[src/sv/mel_pkg.sv]
// Shared types and constants of the masked Euclidean loss block.
package mel_pkg;

   localparam int LANES        = 4;
   localparam int MAX_CHANNELS = 4;
   localparam int LANE_LIMIT   = (MAX_CHANNELS < LANES) ? MAX_CHANNELS : LANES;
   localparam int LANE_CNT_W   = 3;
   localparam int DATA_W       = 16;
   localparam int DIFF_W       = DATA_W + 1;
   localparam int SQ_W         = 32;
   localparam int SUM_W        = 64;
   localparam int LOSS_W       = 62;
   localparam int REQ_DATA_W   = 2 * LANES * DATA_W;
   localparam int RSP_PAY_W    = LANES * DIFF_W + LOSS_W;
   localparam int RSP_DATA_W   = ((RSP_PAY_W + 7) / 8) * 8;
   localparam int RSP_PAD_W    = RSP_DATA_W - RSP_PAY_W;
   localparam int RSP_USER_W   = 2;
   localparam int CSR_IDX_W    = 1;
   localparam int CSR_DATA_W   = 16;
   localparam int QUEUE_DEPTH  = 4;

   typedef enum logic [CSR_IDX_W-1:0] {
      REG_LABEL_THRESHOLD = 1'b0,
      REG_CHANNELS_IN_USE = 1'b1
   } csr_reg_type;

   // One classified pixel, as handed from the front end to the back end.
   typedef struct packed {
      logic [LANES-1:0][DIFF_W-1:0] diff;
      logic                         pixel_valid;
      logic [LANE_CNT_W-1:0]        lanes;
      logic                         last;
   } mel_entry_type;

endpackage

[src/sv/masked_euclidean_loss.sv]
// Masked Euclidean loss: one pixel per transfer in, one result per pixel out. A pixel counts
// when any used label lane reaches the threshold; each result carries the masked differences,
// and the result of the pixel flagged by req_tlast also carries floor(sum/2/count) of the
// batch and clears the sum and the count. Pixels are taken one per cycle while the queue is not
// full; with no stall a result is offered once its pixel has passed the queue slot, the square
// stage and the result register. A last pixel with a nonzero count holds the back end while
// the divider makes one quotient bit per cycle; a four-entry queue keeps taking pixels during that time until it fills.
module masked_euclidean_loss #(
   parameter int COUNT_WIDTH = 32
) (
   input  logic                                clock,
   input  logic                                reset,
   input  logic                                csr_wr_en,
   input  logic [mel_pkg::CSR_IDX_W-1:0]       csr_index,
   input  logic [mel_pkg::CSR_DATA_W-1:0]      csr_wdata,
   input  logic                                req_tvalid,
   output logic                                req_tready,
   // pred_0, pred_1, pred_2, pred_3, label_0, label_1, label_2, label_3
   input  logic [mel_pkg::REQ_DATA_W-1:0]      req_tdata,
   input  logic                                req_tlast,
   output logic                                rsp_tvalid,
   input  logic                                rsp_tready,
   // diff_0, diff_1, diff_2, diff_3, loss_value, zero fill
   output logic [mel_pkg::RSP_DATA_W-1:0]      rsp_tdata,
   // pixel_valid, no_valid_elements
   output logic [mel_pkg::RSP_USER_W-1:0]      rsp_tuser,
   output logic                                rsp_tlast
);
   import mel_pkg::*;

   logic          q_full;
   logic          q_push;
   logic          q_pop;
   logic          q_empty;
   mel_entry_type push_entry;
   mel_entry_type head_entry;

   mel_front u_front (
      .clock      (clock),
      .reset      (reset),
      .csr_wr_en  (csr_wr_en),
      .csr_index  (csr_index),
      .csr_wdata  (csr_wdata),
      .req_tvalid (req_tvalid),
      .req_tready (req_tready),
      .req_tdata  (req_tdata),
      .req_tlast  (req_tlast),
      .q_full     (q_full),
      .q_push     (q_push),
      .q_entry    (push_entry)
   );

   mel_queue u_queue (
      .clock      (clock),
      .reset      (reset),
      .push       (q_push),
      .push_entry (push_entry),
      .full       (q_full),
      .pop        (q_pop),
      .head_entry (head_entry),
      .empty      (q_empty)
   );

   mel_back #(
      .COUNT_WIDTH (COUNT_WIDTH)
   ) u_back (
      .clock      (clock),
      .reset      (reset),
      .q_empty    (q_empty),
      .q_entry    (head_entry),
      .q_pop      (q_pop),
      .rsp_tvalid (rsp_tvalid),
      .rsp_tready (rsp_tready),
      .rsp_tdata  (rsp_tdata),
      .rsp_tuser  (rsp_tuser),
      .rsp_tlast  (rsp_tlast)
   );

endmodule

[src/sv/mel_front.sv]
// Front end: configuration registers, pixel validity test and lane differences.
module mel_front (
   input  logic                                clock,
   input  logic                                reset,
   input  logic                                csr_wr_en,
   input  logic [mel_pkg::CSR_IDX_W-1:0]       csr_index,
   input  logic [mel_pkg::CSR_DATA_W-1:0]      csr_wdata,
   input  logic                                req_tvalid,
   output logic                                req_tready,
   input  logic [mel_pkg::REQ_DATA_W-1:0]      req_tdata,
   input  logic                                req_tlast,
   input  logic                                q_full,
   output logic                                q_push,
   output mel_pkg::mel_entry_type              q_entry
);
   import mel_pkg::*;

   logic signed [DATA_W-1:0]     threshold_ff;
   logic signed [DATA_W-1:0]     threshold_in;
   logic [LANE_CNT_W-1:0]        channels_ff;
   logic [LANE_CNT_W-1:0]        channels_in;
   logic [LANE_CNT_W-1:0]        lanes;
   logic [LANES-1:0]             hit;
   logic [DATA_W-1:0]            pred;
   logic [DATA_W-1:0]            label;

   function automatic logic [LANE_CNT_W-1:0] clamp_lanes(input logic [LANE_CNT_W-1:0] ch);
      logic [LANE_CNT_W-1:0] n;
      n = ch;
      if (n == '0) begin
         n = LANE_CNT_W'(1);
      end
      if (n > LANE_CNT_W'(LANE_LIMIT)) begin
         n = LANE_CNT_W'(LANE_LIMIT);
      end
      return n;
   endfunction

   always_comb begin
      threshold_in = threshold_ff;
      channels_in  = channels_ff;
      if (csr_wr_en) begin
         case (csr_index)
            REG_LABEL_THRESHOLD: threshold_in = csr_wdata[DATA_W-1:0];
            REG_CHANNELS_IN_USE: channels_in  = csr_wdata[LANE_CNT_W-1:0];
            default: ;
         endcase
      end
   end

   always_ff @(posedge clock) begin
      if (reset) begin
         threshold_ff <= DATA_W'(1);
         channels_ff  <= LANE_CNT_W'(1);
      end else begin
         threshold_ff <= threshold_in;
         channels_ff  <= channels_in;
      end
   end

   assign lanes = clamp_lanes(channels_ff);

   always_comb begin
      pred  = '0;
      label = '0;
      for (int c = 0; c < LANES; c++) begin
         label  = req_tdata[(LANES + c) * DATA_W +: DATA_W];
         hit[c] = (LANE_CNT_W'(c) < lanes) && ($signed(label) >= threshold_ff);
      end
      q_entry.pixel_valid = |hit;
      q_entry.lanes       = lanes;
      q_entry.last        = req_tlast;
      for (int c = 0; c < LANES; c++) begin
         pred  = req_tdata[c * DATA_W +: DATA_W];
         label = req_tdata[(LANES + c) * DATA_W +: DATA_W];
         if (q_entry.pixel_valid && (LANE_CNT_W'(c) < lanes)) begin
            q_entry.diff[c] = {pred[DATA_W-1], pred} - {label[DATA_W-1], label};
         end else begin
            q_entry.diff[c] = '0;
         end
      end
   end

   assign req_tready = !q_full;
   assign q_push     = req_tvalid && !q_full;

endmodule

[src/sv/mel_queue.sv]
// Short queue of classified pixels between the front end and the back end.
module mel_queue (
   input  logic                    clock,
   input  logic                    reset,
   input  logic                    push,
   input  mel_pkg::mel_entry_type  push_entry,
   output logic                    full,
   input  logic                    pop,
   output mel_pkg::mel_entry_type  head_entry,
   output logic                    empty
);
   import mel_pkg::*;

   localparam int PTR_W = $clog2(QUEUE_DEPTH);

   mel_entry_type     slot_ff [QUEUE_DEPTH];
   logic [PTR_W-1:0]  wr_ptr_ff;
   logic [PTR_W-1:0]  wr_ptr_in;
   logic [PTR_W-1:0]  rd_ptr_ff;
   logic [PTR_W-1:0]  rd_ptr_in;
   logic [PTR_W:0]    fill_ff;
   logic [PTR_W:0]    fill_in;

   always_comb begin
      wr_ptr_in = wr_ptr_ff;
      rd_ptr_in = rd_ptr_ff;
      fill_in   = fill_ff;
      if (push) begin
         wr_ptr_in = (wr_ptr_ff == PTR_W'(QUEUE_DEPTH - 1)) ? '0 : wr_ptr_ff + 1'b1;
      end
      if (pop) begin
         rd_ptr_in = (rd_ptr_ff == PTR_W'(QUEUE_DEPTH - 1)) ? '0 : rd_ptr_ff + 1'b1;
      end
      if (push && !pop) begin
         fill_in = fill_ff + 1'b1;
      end else if (pop && !push) begin
         fill_in = fill_ff - 1'b1;
      end
   end

   always_ff @(posedge clock) begin
      if (reset) begin
         wr_ptr_ff <= '0;
         rd_ptr_ff <= '0;
         fill_ff   <= '0;
      end else begin
         wr_ptr_ff <= wr_ptr_in;
         rd_ptr_ff <= rd_ptr_in;
         fill_ff   <= fill_in;
      end
   end

   always_ff @(posedge clock) begin
      if (push) begin
         slot_ff[wr_ptr_ff] <= push_entry;
      end
   end

   assign head_entry = slot_ff[rd_ptr_ff];
   assign full       = (fill_ff == (PTR_W + 1)'(QUEUE_DEPTH));
   assign empty      = (fill_ff == '0);

endmodule

[src/sv/mel_div.sv]
// Restoring divider that produces one quotient bit per cycle.
module mel_div #(
   parameter int DIVIDEND_W = 63,
   parameter int DIVISOR_W  = 32
) (
   input  logic                  clock,
   input  logic                  reset,
   input  logic                  start,
   input  logic [DIVIDEND_W-1:0] dividend,
   input  logic [DIVISOR_W-1:0]  divisor,
   output logic                  done,
   output logic [DIVIDEND_W-1:0] quotient
);

   localparam int STEP_W = $clog2(DIVIDEND_W + 1);

   logic [DIVISOR_W-1:0]  rem_ff;
   logic [DIVISOR_W-1:0]  rem_in;
   logic [DIVIDEND_W-1:0] quo_ff;
   logic [DIVIDEND_W-1:0] quo_in;
   logic [DIVISOR_W-1:0]  den_ff;
   logic [DIVISOR_W-1:0]  den_in;
   logic [STEP_W-1:0]     step_ff;
   logic [STEP_W-1:0]     step_in;
   logic                  busy_ff;
   logic                  busy_in;
   logic                  done_ff;
   logic                  done_in;
   logic [DIVISOR_W:0]    trial;
   logic [DIVISOR_W:0]    reduced;
   logic                  fits;

   assign trial   = {rem_ff, quo_ff[DIVIDEND_W-1]};
   assign fits    = (trial >= {1'b0, den_ff});
   assign reduced = trial - {1'b0, den_ff};

   always_comb begin
      rem_in  = rem_ff;
      quo_in  = quo_ff;
      den_in  = den_ff;
      step_in = step_ff;
      busy_in = busy_ff;
      done_in = done_ff;
      if (start) begin
         rem_in  = '0;
         quo_in  = dividend;
         den_in  = divisor;
         step_in = STEP_W'(DIVIDEND_W);
         busy_in = 1'b1;
         done_in = 1'b0;
      end else if (busy_ff) begin
         rem_in  = fits ? reduced[DIVISOR_W-1:0] : trial[DIVISOR_W-1:0];
         quo_in  = {quo_ff[DIVIDEND_W-2:0], fits};
         step_in = step_ff - 1'b1;
         if (step_ff == STEP_W'(1)) begin
            busy_in = 1'b0;
            done_in = 1'b1;
         end
      end
   end

   always_ff @(posedge clock) begin
      if (reset) begin
         busy_ff <= 1'b0;
         done_ff <= 1'b0;
         step_ff <= '0;
      end else begin
         busy_ff <= busy_in;
         done_ff <= done_in;
         step_ff <= step_in;
      end
      rem_ff <= rem_in;
      quo_ff <= quo_in;
      den_ff <= den_in;
   end

   assign done     = done_ff;
   assign quotient = quo_ff;

endmodule

[src/sv/mel_back.sv]
// Back end: squares, saturating accumulation, final divide and the result register.
module mel_back #(
   parameter int COUNT_WIDTH = 32
) (
   input  logic                                clock,
   input  logic                                reset,
   input  logic                                q_empty,
   input  mel_pkg::mel_entry_type              q_entry,
   output logic                                q_pop,
   output logic                                rsp_tvalid,
   input  logic                                rsp_tready,
   output logic [mel_pkg::RSP_DATA_W-1:0]      rsp_tdata,
   output logic [mel_pkg::RSP_USER_W-1:0]      rsp_tuser,
   output logic                                rsp_tlast
);
   import mel_pkg::*;

   localparam int QUO_W = SUM_W - 1;

   typedef enum logic {ST_RUN, ST_DIVIDE} state_type;

   state_type                     state_ff, state_in;
   logic                          s1_valid_ff, s1_valid_in;
   mel_entry_type                 s1_entry_ff, s1_entry_in;
   logic [LANES-1:0][SQ_W-1:0]    s1_sq_ff, s1_sq_in;
   logic [SUM_W-1:0]              sum_ff, sum_in;
   logic [COUNT_WIDTH-1:0]        count_ff, count_in;
   logic                          rsp_valid_ff, rsp_valid_in;
   logic [LANES-1:0][DIFF_W-1:0]  diff_ff, diff_in;
   logic [LOSS_W-1:0]             loss_ff, loss_in;
   logic                          pixel_valid_ff, pixel_valid_in;
   logic                          last_ff, last_in;
   logic                          empty_flag_ff, empty_flag_in;

   logic signed [2*DIFF_W-1:0]    prod [LANES];
   logic [SQ_W+1:0]               sq_total;
   logic [SUM_W:0]                sum_add;
   logic [COUNT_WIDTH:0]          count_add;
   logic [SUM_W-1:0]              sum_new;
   logic [COUNT_WIDTH-1:0]        count_new;
   logic                          out_free;
   logic                          s1_take;
   logic                          s1_pop;
   logic                          div_start;
   logic                          div_done;
   logic [QUO_W-1:0]              quotient;

   mel_div #(
      .DIVIDEND_W (QUO_W),
      .DIVISOR_W  (COUNT_WIDTH)
   ) u_div (
      .clock    (clock),
      .reset    (reset),
      .start    (div_start),
      .dividend (sum_new[SUM_W-1:1]),
      .divisor  (count_new),
      .done     (div_done),
      .quotient (quotient)
   );

   always_comb begin
      for (int c = 0; c < LANES; c++) begin
         prod[c]     = $signed(q_entry.diff[c]) * $signed(q_entry.diff[c]);
         s1_sq_in[c] = prod[c][SQ_W-1:0];
      end
   end

   // Saturating accumulation of the pixel waiting in the square stage.
   always_comb begin
      sq_total = '0;
      for (int c = 0; c < LANES; c++) begin
         sq_total = sq_total + (SQ_W + 2)'(s1_sq_ff[c]);
      end
      sum_add   = {1'b0, sum_ff} + (SUM_W + 1)'(sq_total);
      count_add = {1'b0, count_ff} + (COUNT_WIDTH + 1)'(s1_entry_ff.lanes);
      sum_new   = sum_ff;
      count_new = count_ff;
      if (s1_entry_ff.pixel_valid) begin
         sum_new   = sum_add[SUM_W] ? '1 : sum_add[SUM_W-1:0];
         count_new = count_add[COUNT_WIDTH] ? '1 : count_add[COUNT_WIDTH-1:0];
      end
   end

   assign out_free = !rsp_valid_ff || rsp_tready;

   always_comb begin
      state_in       = state_ff;
      sum_in         = sum_ff;
      count_in       = count_ff;
      rsp_valid_in   = rsp_valid_ff && !rsp_tready;
      diff_in        = diff_ff;
      loss_in        = loss_ff;
      pixel_valid_in = pixel_valid_ff;
      last_in        = last_ff;
      empty_flag_in  = empty_flag_ff;
      s1_take        = 1'b0;
      s1_pop         = 1'b0;
      div_start      = 1'b0;

      case (state_ff)
         ST_RUN: begin
            if (s1_valid_ff) begin
               if (s1_entry_ff.last && (count_new != '0)) begin
                  s1_take = 1'b1;
               end else begin
                  s1_take = out_free;
               end
            end
            if (s1_take) begin
               sum_in   = sum_new;
               count_in = count_new;
               if (s1_entry_ff.last) begin
                  sum_in   = '0;
                  count_in = '0;
               end
               if (s1_entry_ff.last && (count_new != '0)) begin
                  div_start = 1'b1;
                  state_in  = ST_DIVIDE;
               end else begin
                  s1_pop         = 1'b1;
                  rsp_valid_in   = 1'b1;
                  diff_in        = s1_entry_ff.diff;
                  pixel_valid_in = s1_entry_ff.pixel_valid;
                  loss_in        = '0;
                  last_in        = s1_entry_ff.last;
                  empty_flag_in  = s1_entry_ff.last;
               end
            end
         end
         ST_DIVIDE: begin
            if (div_done && out_free) begin
               s1_pop         = 1'b1;
               state_in       = ST_RUN;
               rsp_valid_in   = 1'b1;
               diff_in        = s1_entry_ff.diff;
               pixel_valid_in = s1_entry_ff.pixel_valid;
               loss_in        = quotient[QUO_W-1] ? '1 : quotient[LOSS_W-1:0];
               last_in        = 1'b1;
               empty_flag_in  = 1'b0;
            end
         end
         default: state_in = ST_RUN;
      endcase

      q_pop       = !q_empty && (!s1_valid_ff || s1_pop);
      s1_valid_in = q_pop || (s1_valid_ff && !s1_pop);
      s1_entry_in = q_pop ? q_entry : s1_entry_ff;
   end

   always_ff @(posedge clock) begin
      if (reset) begin
         state_ff     <= ST_RUN;
         s1_valid_ff  <= 1'b0;
         sum_ff       <= '0;
         count_ff     <= '0;
         rsp_valid_ff <= 1'b0;
      end else begin
         state_ff     <= state_in;
         s1_valid_ff  <= s1_valid_in;
         sum_ff       <= sum_in;
         count_ff     <= count_in;
         rsp_valid_ff <= rsp_valid_in;
      end
      s1_entry_ff    <= s1_entry_in;
      if (q_pop) begin
         s1_sq_ff <= s1_sq_in;
      end
      diff_ff        <= diff_in;
      loss_ff        <= loss_in;
      pixel_valid_ff <= pixel_valid_in;
      last_ff        <= last_in;
      empty_flag_ff  <= empty_flag_in;
   end

   assign rsp_tvalid = rsp_valid_ff;
   assign rsp_tdata  = {{RSP_PAD_W{1'b0}}, loss_ff, diff_ff};
   assign rsp_tuser  = {empty_flag_ff, pixel_valid_ff};
   assign rsp_tlast  = last_ff;

   a_divide_holds_last: assert property (@(posedge clock) disable iff (reset)
      state_ff == ST_DIVIDE |-> s1_valid_ff && s1_entry_ff.last)
      else $error("divide running without a last pixel in the square stage");

   a_loss_only_on_last: assert property (@(posedge clock) disable iff (reset)
      rsp_valid_ff && !last_ff |-> loss_ff == '0 && !empty_flag_ff)
      else $error("loss fields set on a result that is not the last of a batch");

   a_empty_gives_zero: assert property (@(posedge clock) disable iff (reset)
      rsp_valid_ff && empty_flag_ff |-> loss_ff == '0)
      else $error("empty batch reported with a nonzero loss");

   a_clear_after_last: assert property (@(posedge clock) disable iff (reset)
      s1_take && s1_entry_ff.last |=> sum_ff == '0 && count_ff == '0)
      else $error("accumulators not cleared after the last pixel");

endmodule
[config.mk]
export PLATFORM = sky130hd
export DESIGN_NAME = masked_euclidean_loss
export DESIGN_NICKNAME = d
export VERILOG_FILES = /design/src/sv/mel_pkg.sv /design/src/sv/masked_euclidean_loss.sv /design/src/sv/mel_front.sv /design/src/sv/mel_queue.sv /design/src/sv/mel_div.sv /design/src/sv/mel_back.sv
export SDC_FILE = /design/constraint.sdc
export NUM_CORES = 2
export LEC_CHECK = 0
export ABC_AREA = 1
export ABC_CLOCK_PERIOD_IN_PS = 18100
export BUFFER_PORTS_ARGS = -buffer_cell sky130_fd_sc_hd__buf_2
export CAP_MARGIN = 20
export CORE_MARGIN = 2
export CORE_UTILIZATION = 40
export CTS_CLUSTER_DIAMETER = 120
export DETAILED_ROUTE_END_ITERATION = 8
export GPL_TIMING_DRIVEN = 0
export MAX_ROUTING_LAYER = met4
export REMOVE_ABC_BUFFERS = 1
export SYNTH_ARGS = -nofsm -noshare
export SYNTH_HDL_FRONTEND = slang
export SYNTH_HIERARCHICAL = 1
export SYNTH_SLANG_ARGS = --single-unit
export TNS_END_PERCENT = 5
[constraint.sdc]
create_clock -name clock -period 18.1 [get_ports clock]
set_clock_uncertainty 0.2 [all_clocks]
set_input_delay 3.62 -clock clock [delete_from_list [all_inputs] [get_ports clock]]
set_output_delay 3.62 -clock clock [all_outputs]
set_load 0.005 [all_outputs]
### Word level (Yosys, flattened, before mapping)

Memories as Yosys holds them, arrays and structs flattened. A register that Yosys moved wholly into a read port is not among the register bits.
Index checks and enable logic that the tools add are counted.

| word-level totals | value |
|---|---|
| register bits after elaboration | 594 |
| bits of input ports | 151 |
| bits in writable memories | 292 |
| memories kept | 1 |

| cells by class | value |
|---|---|
| $lt $le $gt $ge | 10 |
| multipliers | 4 |
| reduce and logical (&&, ||, !) cells | 41 |
| add/sub/neg operators | 15 |
| bitwise gates (word level) | 2 |
| eq/ne operators | 7 |
| muxes and demuxes | 63 |

Memory list:

| name | depth | bits a word | read ports | clocked after memory_dff | wr ports | line | RTL |
|---|---|---|---|---|---|---|---|
| u_queue.slot_ff | 4 | 73 | 1 | 1 | 1 | mel_queue.sv:16 | `mel_entry_type slot_ff [QUEUE_DEPTH];` |

Operator list:

| kind | number |
|---|---|
| two-way mux 62 bit | 4 |
| two-way mux 68 bit | 3 |
| two-way mux 64 bit | 3 |
| case mux 68 bit (2 select lines) | 1 |
| multiplier 17 x 17 -> 32 bit | 4 |
| two-way mux 32 bit | 4 |
| two-way mux 63 bit | 2 |
| case mux 62 bit (2 select lines) | 1 |
| adder 34 x 32 -> 34 bit | 2 |
| two-way mux 17 bit | 4 |
| subtractor 16 x 16 -> 17 bit | 4 |
| adder 64 x 34 -> 65 bit | 1 |
| >= comparator 16 bit | 4 |
| adder 32 x 3 -> 33 bit | 1 |
| adder 32 x 32 -> 33 bit | 1 |
| >= comparator 33 x 32 -> 1 bit | 1 |
| nonzero test 32 bit | 1 |
| subtractor 32 bit | 1 |
| two-way mux 1 bit | 25 |
| logical AND 1 bit | 16 |
| two-way mux 3 bit | 4 |
| two-way mux 6 bit | 2 |
| case mux 1 bit (2 select lines) | 6 |
| logical NOT 1 bit | 8 |
| 20 further kinds | 39 |

### Longest topological paths before layout

| logic depth | value |
|---|---|
| word-level depth | 15 |
| depth in mapped cells | 43 |
| depth with buffers taken out | 43 |

### By module

Netlist, hierarchy kept.

Modules (own cells, without submodules):

| module | area each (um^2) | cells each | times used |
|---|---|---|---|
| mel_back | 60971.0 | 6950 | 1 |
| mel_queue | 11293.3 | 765 | 1 |
| mel_div | 8124.0 | 1109 | 1 |
| mel_front | 5978.2 | 971 | 1 |

### Least setup slack after synthesis

Ideal clock, no wire load.

| timing | value |
|---|---|
| kind | input -> register |
| start point | input rsp_tready |
| end point | register u_queue.fill_ff[1] |
| path slack | 8.449 ns |
| required time | 17.784 ns |
| buffers on the path | 0 |
| data arrival time | 9.335 ns |
| cell stages on the path | 12 |
| path through | nor2_1 > inv_1 > nand3_1 > nand3_1 > nand2_1 > inv_1 > inv_1 > ha_1 > inv_1 > fa_1 > o21ai_0 > nor2_1 |

| between the ends | value |
|---|---|
| longest elaborated chain between the ends | 11 |
| elaborated cells between the ends (all ways) | 15 |

Ends and longest elaborated chain:

| what | line | RTL |
|---|---|---|
| start: declaration | masked_euclidean_loss.sv:22 | `input logic rsp_tready,` |
| logical OR 1 bit * | mel_back.sv:84 | `assign out_free = !rsp_valid_ff \|\| rsp_tready;` |
| two-way mux 1 bit | mel_back.sv:103 | `if (s1_entry_ff.last && (count_new != '0)) begin` |
| two-way mux 1 bit | mel_back.sv:102 | `if (s1_valid_ff) begin` |
| two-way mux 1 bit | mel_back.sv:100 | `case (state_ff)` |
| two-way mux 1 bit | mel_back.sv:109 | `if (s1_take) begin` |
| case mux 1 bit (2 select lines) * | mel_back.sv:100 |  |
| logical OR 1 bit * | mel_back.sv:145 | `q_pop = !q_empty && (!s1_valid_ff \|\| s1_pop);` |
| logical AND 1 bit * | mel_back.sv:145 |  |
| via q_pop | masked_euclidean_loss.sv:33 | `logic q_pop;` |
| logical NOT 1 bit * | mel_queue.sv:34 | `if (push && !pop) begin` |
| logical AND 1 bit * | mel_queue.sv:34 |  |
| two-way mux 3 bit * | mel_queue.sv:34 |  |
| via u_queue.fill_in[1] | mel_queue.sv:22 | `logic [PTR_W:0] fill_in;` |
| end signal: assignment | mel_queue.sv:49 | `fill_ff <= fill_in;` |
| end: declaration | mel_queue.sv:21 | `logic [PTR_W:0] fill_ff;` |

Mark *: on every way through the listed nets, which the timed path passes. The rest lies on a longest branch. The select of a mux whose other input is x is not followed.
A chain may end at the register's enable or synchronous reset.

==> impl_metrics.toml <==
[final_layout]
syn2layout_area_growth_pct = 10.9
multiInputGateArea_um2 = 52300
most-common-layout-cells = "inv_1 (2217), nand2_1 (1928), fa_1 (1074), nor2_1 (728), edfxtp_1 (713)"
finalInstanceArea_um2 = 95800
final_common_cell = "inv_1"
utilization_pct = 44.6
drive_above_1_share_pct = 7.83
seqCellArea_um2 = 24800
filler_cell_count = 20700
finalNetCount = 11800

[yosys]
ys_types = 63
synth-seq-cells = 880
synth_top_area_share_pct = 24.9
syn_area_um2 = 86400
synth.area.top_cells = "fa_1 (25%), edfxtp_1 (25%), inv_1 (9.7%)"
yosys_warnings = 6
avgSynthCellArea_um2 = 8.82
syn_inst = 9795
ys_seq_area_share_pct = 28.7
synth_edf_count = 713
async_reset_ff_share_pct = 0
yosysTopAreaCell = "fa_1"
synth_top_flop_cell = "edfxtp_1"

[clocking]
cts.sinks = 880
cts_hold_buf = 0
cts_setup_buffers = 0
numCtsBuffers = 102
clockBufferDepth = 3
cts_resized = 0
path_clk_slew_ns = 0.06
clock_latency_ns = 0.78
cts-root-buf = "clkbuf_16"
cts_tree = "done"
htreeDepth = 3

[detailed_routing]
via_per_inst = 4.91
routed.top_layer = "met4"
wl_met1_um = 100000
wl_per_cell_um = 17.3
routed-wl-met2_um = 109000
drc = 0
num_vias = 63500
drtPass1Iterations = 5
wl_met3_um = 10200
drt_iter0_drc = 3641
antenna_left = 0
wl_um = 224000

[critical_path]
worstPathArrival_ns = 9.00
crit_required_ns = 18.37
endpoint_kind = "register"
cp-start-kind = "register"
worstSetupPathType = "reg -> reg"
critPathMaxFanout = 83
r2r_cells = 22

[sta]
fmax_ghz = 0.114
maxSlewHeadroom_pct = 20.9
drv_slew = 0
setup-tns-final_ns = 0
fin_crit_sh_pct = 48.3
worst_slack_ns = 9.36
hold_violations = 0
fin_crit_ns = 8.74
worstMarginPinSlew_ns = 1.19
setup_viol = 0
rsz0062_at_grt = "no"

[min_path]
min_path_type = "reg -> reg"
worstHoldPathCells = 0

[placed_design]
gp_congestion = 0.947
dp_hpwl_um = 179000
dpl_cell_area_um2 = 92200
place_ws_ns = 9.35
numPortBuffers = 285

[global_route]
grt_start_max_net_pins = 117
grt_overflow = 0
grt_pass1_vias = 66700
grt_pass1_wl_um = 362000
grt_util_all_layers_pct = 21.4
antenna_found_initial = 20

[floorplan]
dieArea_um2 = 220000
die_h_um = 469
pin_count = 292
chipWidth_um = 469
initial_core_util_pct = 40.2
row_count = 170
core_area_um2 = 215000

[job]
max_cap_violations = 0

[status]
status = "finished, final reports clean"
-- per-stage QoR --
stage               hold WS (ns)  cells
finish                     0.216  12900
detailed placement         0.205  12700
global route               0.228  12900
CTS                        0.219  12900
global placement           0.205  12600
floorplan                  0.200   9500
-- worst max-delay path, cell delays in order (launching register included) --
cell and delay [ns]:
dfxtp_4 0.56, buf_16 0.30, inv_6 0.44, buf_16 0.35, o21ai_0 0.17, o22ai_2 0.25, buf_8 0.23, clkinv_1 0.37
or2_2 0.43, fa_1 0.54, inv_1 0.06, fa_1 0.51, fa_1 0.52, fa_1 0.52, fa_1 0.52, fa_1 0.49
ha_1 0.37, a21oi_1 0.21, o21ai_0 0.16, a21oi_1 0.22, o21ai_0 0.12, a21oi_1 0.23, xor2_1 0.47
-- cell families (layout without fill, tap and decap cells) --
family          after synthesis  after routing  share of synthesized area, %
other cells                   1             25                       0.00434
simple gates               3299           3299                          16.0
fa+ha+maj                  1672           1672                          33.6
buf+inv                    2543           2810                          11.4
xor+xnor                    358            358                          3.63
flops                       880            880                          28.7
compound gates             1042           1042                          6.76
-- path summary, 6_finish.rpt --
path,from,end,slack (ns)
worst max register to register,register,u_back/s1_sq_ff[94],9.36
worst min-delay path,u_back/s1_entry_ff[57],u_back/rsp_tdata[52],0.22
worst max-delay path,register,u_back/s1_sq_ff[94],9.36
worst min register to register,u_back/s1_entry_ff[57],u_back/rsp_tdata[52],0.22
-- flip-flops by register name (all words and copies together) (netlist names), 6 cells and up, named ones only --
signal	flops
u_queue/slot_ff	292
u_back/s1_sq_ff	120
u_back/s1_entry_ff	73
u_back/rsp_tdata	68
u_back/sum_ff	64
u_back/u_div/quotient	63
u_back/loss_ff	62
u_back/count_ff	32
u_back/u_div/den_ff	32
u_back/u_div/rem_ff	32
u_front/threshold_ff	16
u_back/u_div/step_ff	6
-- metal layers --
metal,track usage [%],vias to the layer above
met4,4.73,0
met3,2.71,222
met1,27.8,31200
met2,35.8,1364
met5,-,-
li1,-,30700
-- Yosys cell counts (18+ instances only) --
| master | count |
|---|---|
| a21o_1 | 21 |
| a21oi_1 | 449 |
| a21oi_2 | 20 |
| a31oi_1 | 30 |
| buf_2 | 22 |
| buf_4 | 25 |
| buf_6 | 18 |
| clkbuf_1 | 220 |
| dfxtp_1 | 167 |
| edfxtp_1 | 713 |
| fa_1 | 1074 |
| ha_1 | 598 |
| inv_1 | 2224 |
| nand2_1 | 1930 |
| nand3_1 | 317 |
| nand3_2 | 28 |
| nand3b_1 | 54 |
| nand4_1 | 57 |
| nor2_1 | 731 |
| nor2_2 | 25 |
| nor3_1 | 59 |
| o21ai_0 | 255 |
| o21ai_1 | 71 |
| o21bai_1 | 38 |
| o22ai_1 | 73 |
| or2_2 | 38 |
| xnor2_1 | 165 |
| xor2_1 | 193 |
-- layout make-up --
class | count | share of cell area (%)
timing repair buffer | 378 | 3.36
tap | 2838 | 3.71
multi-input combinational | 6379 | 54.6
antenna | 17 | 0.0444
sequential | 880 | 25.8
clock inverter | 69 | 0.851
clock buffer | 122 | 2.79
inverter | 2241 | 8.81
Power is not shown: default switching activity piles up to over one toggle a cycle in this logic, so the estimate is an artifact.
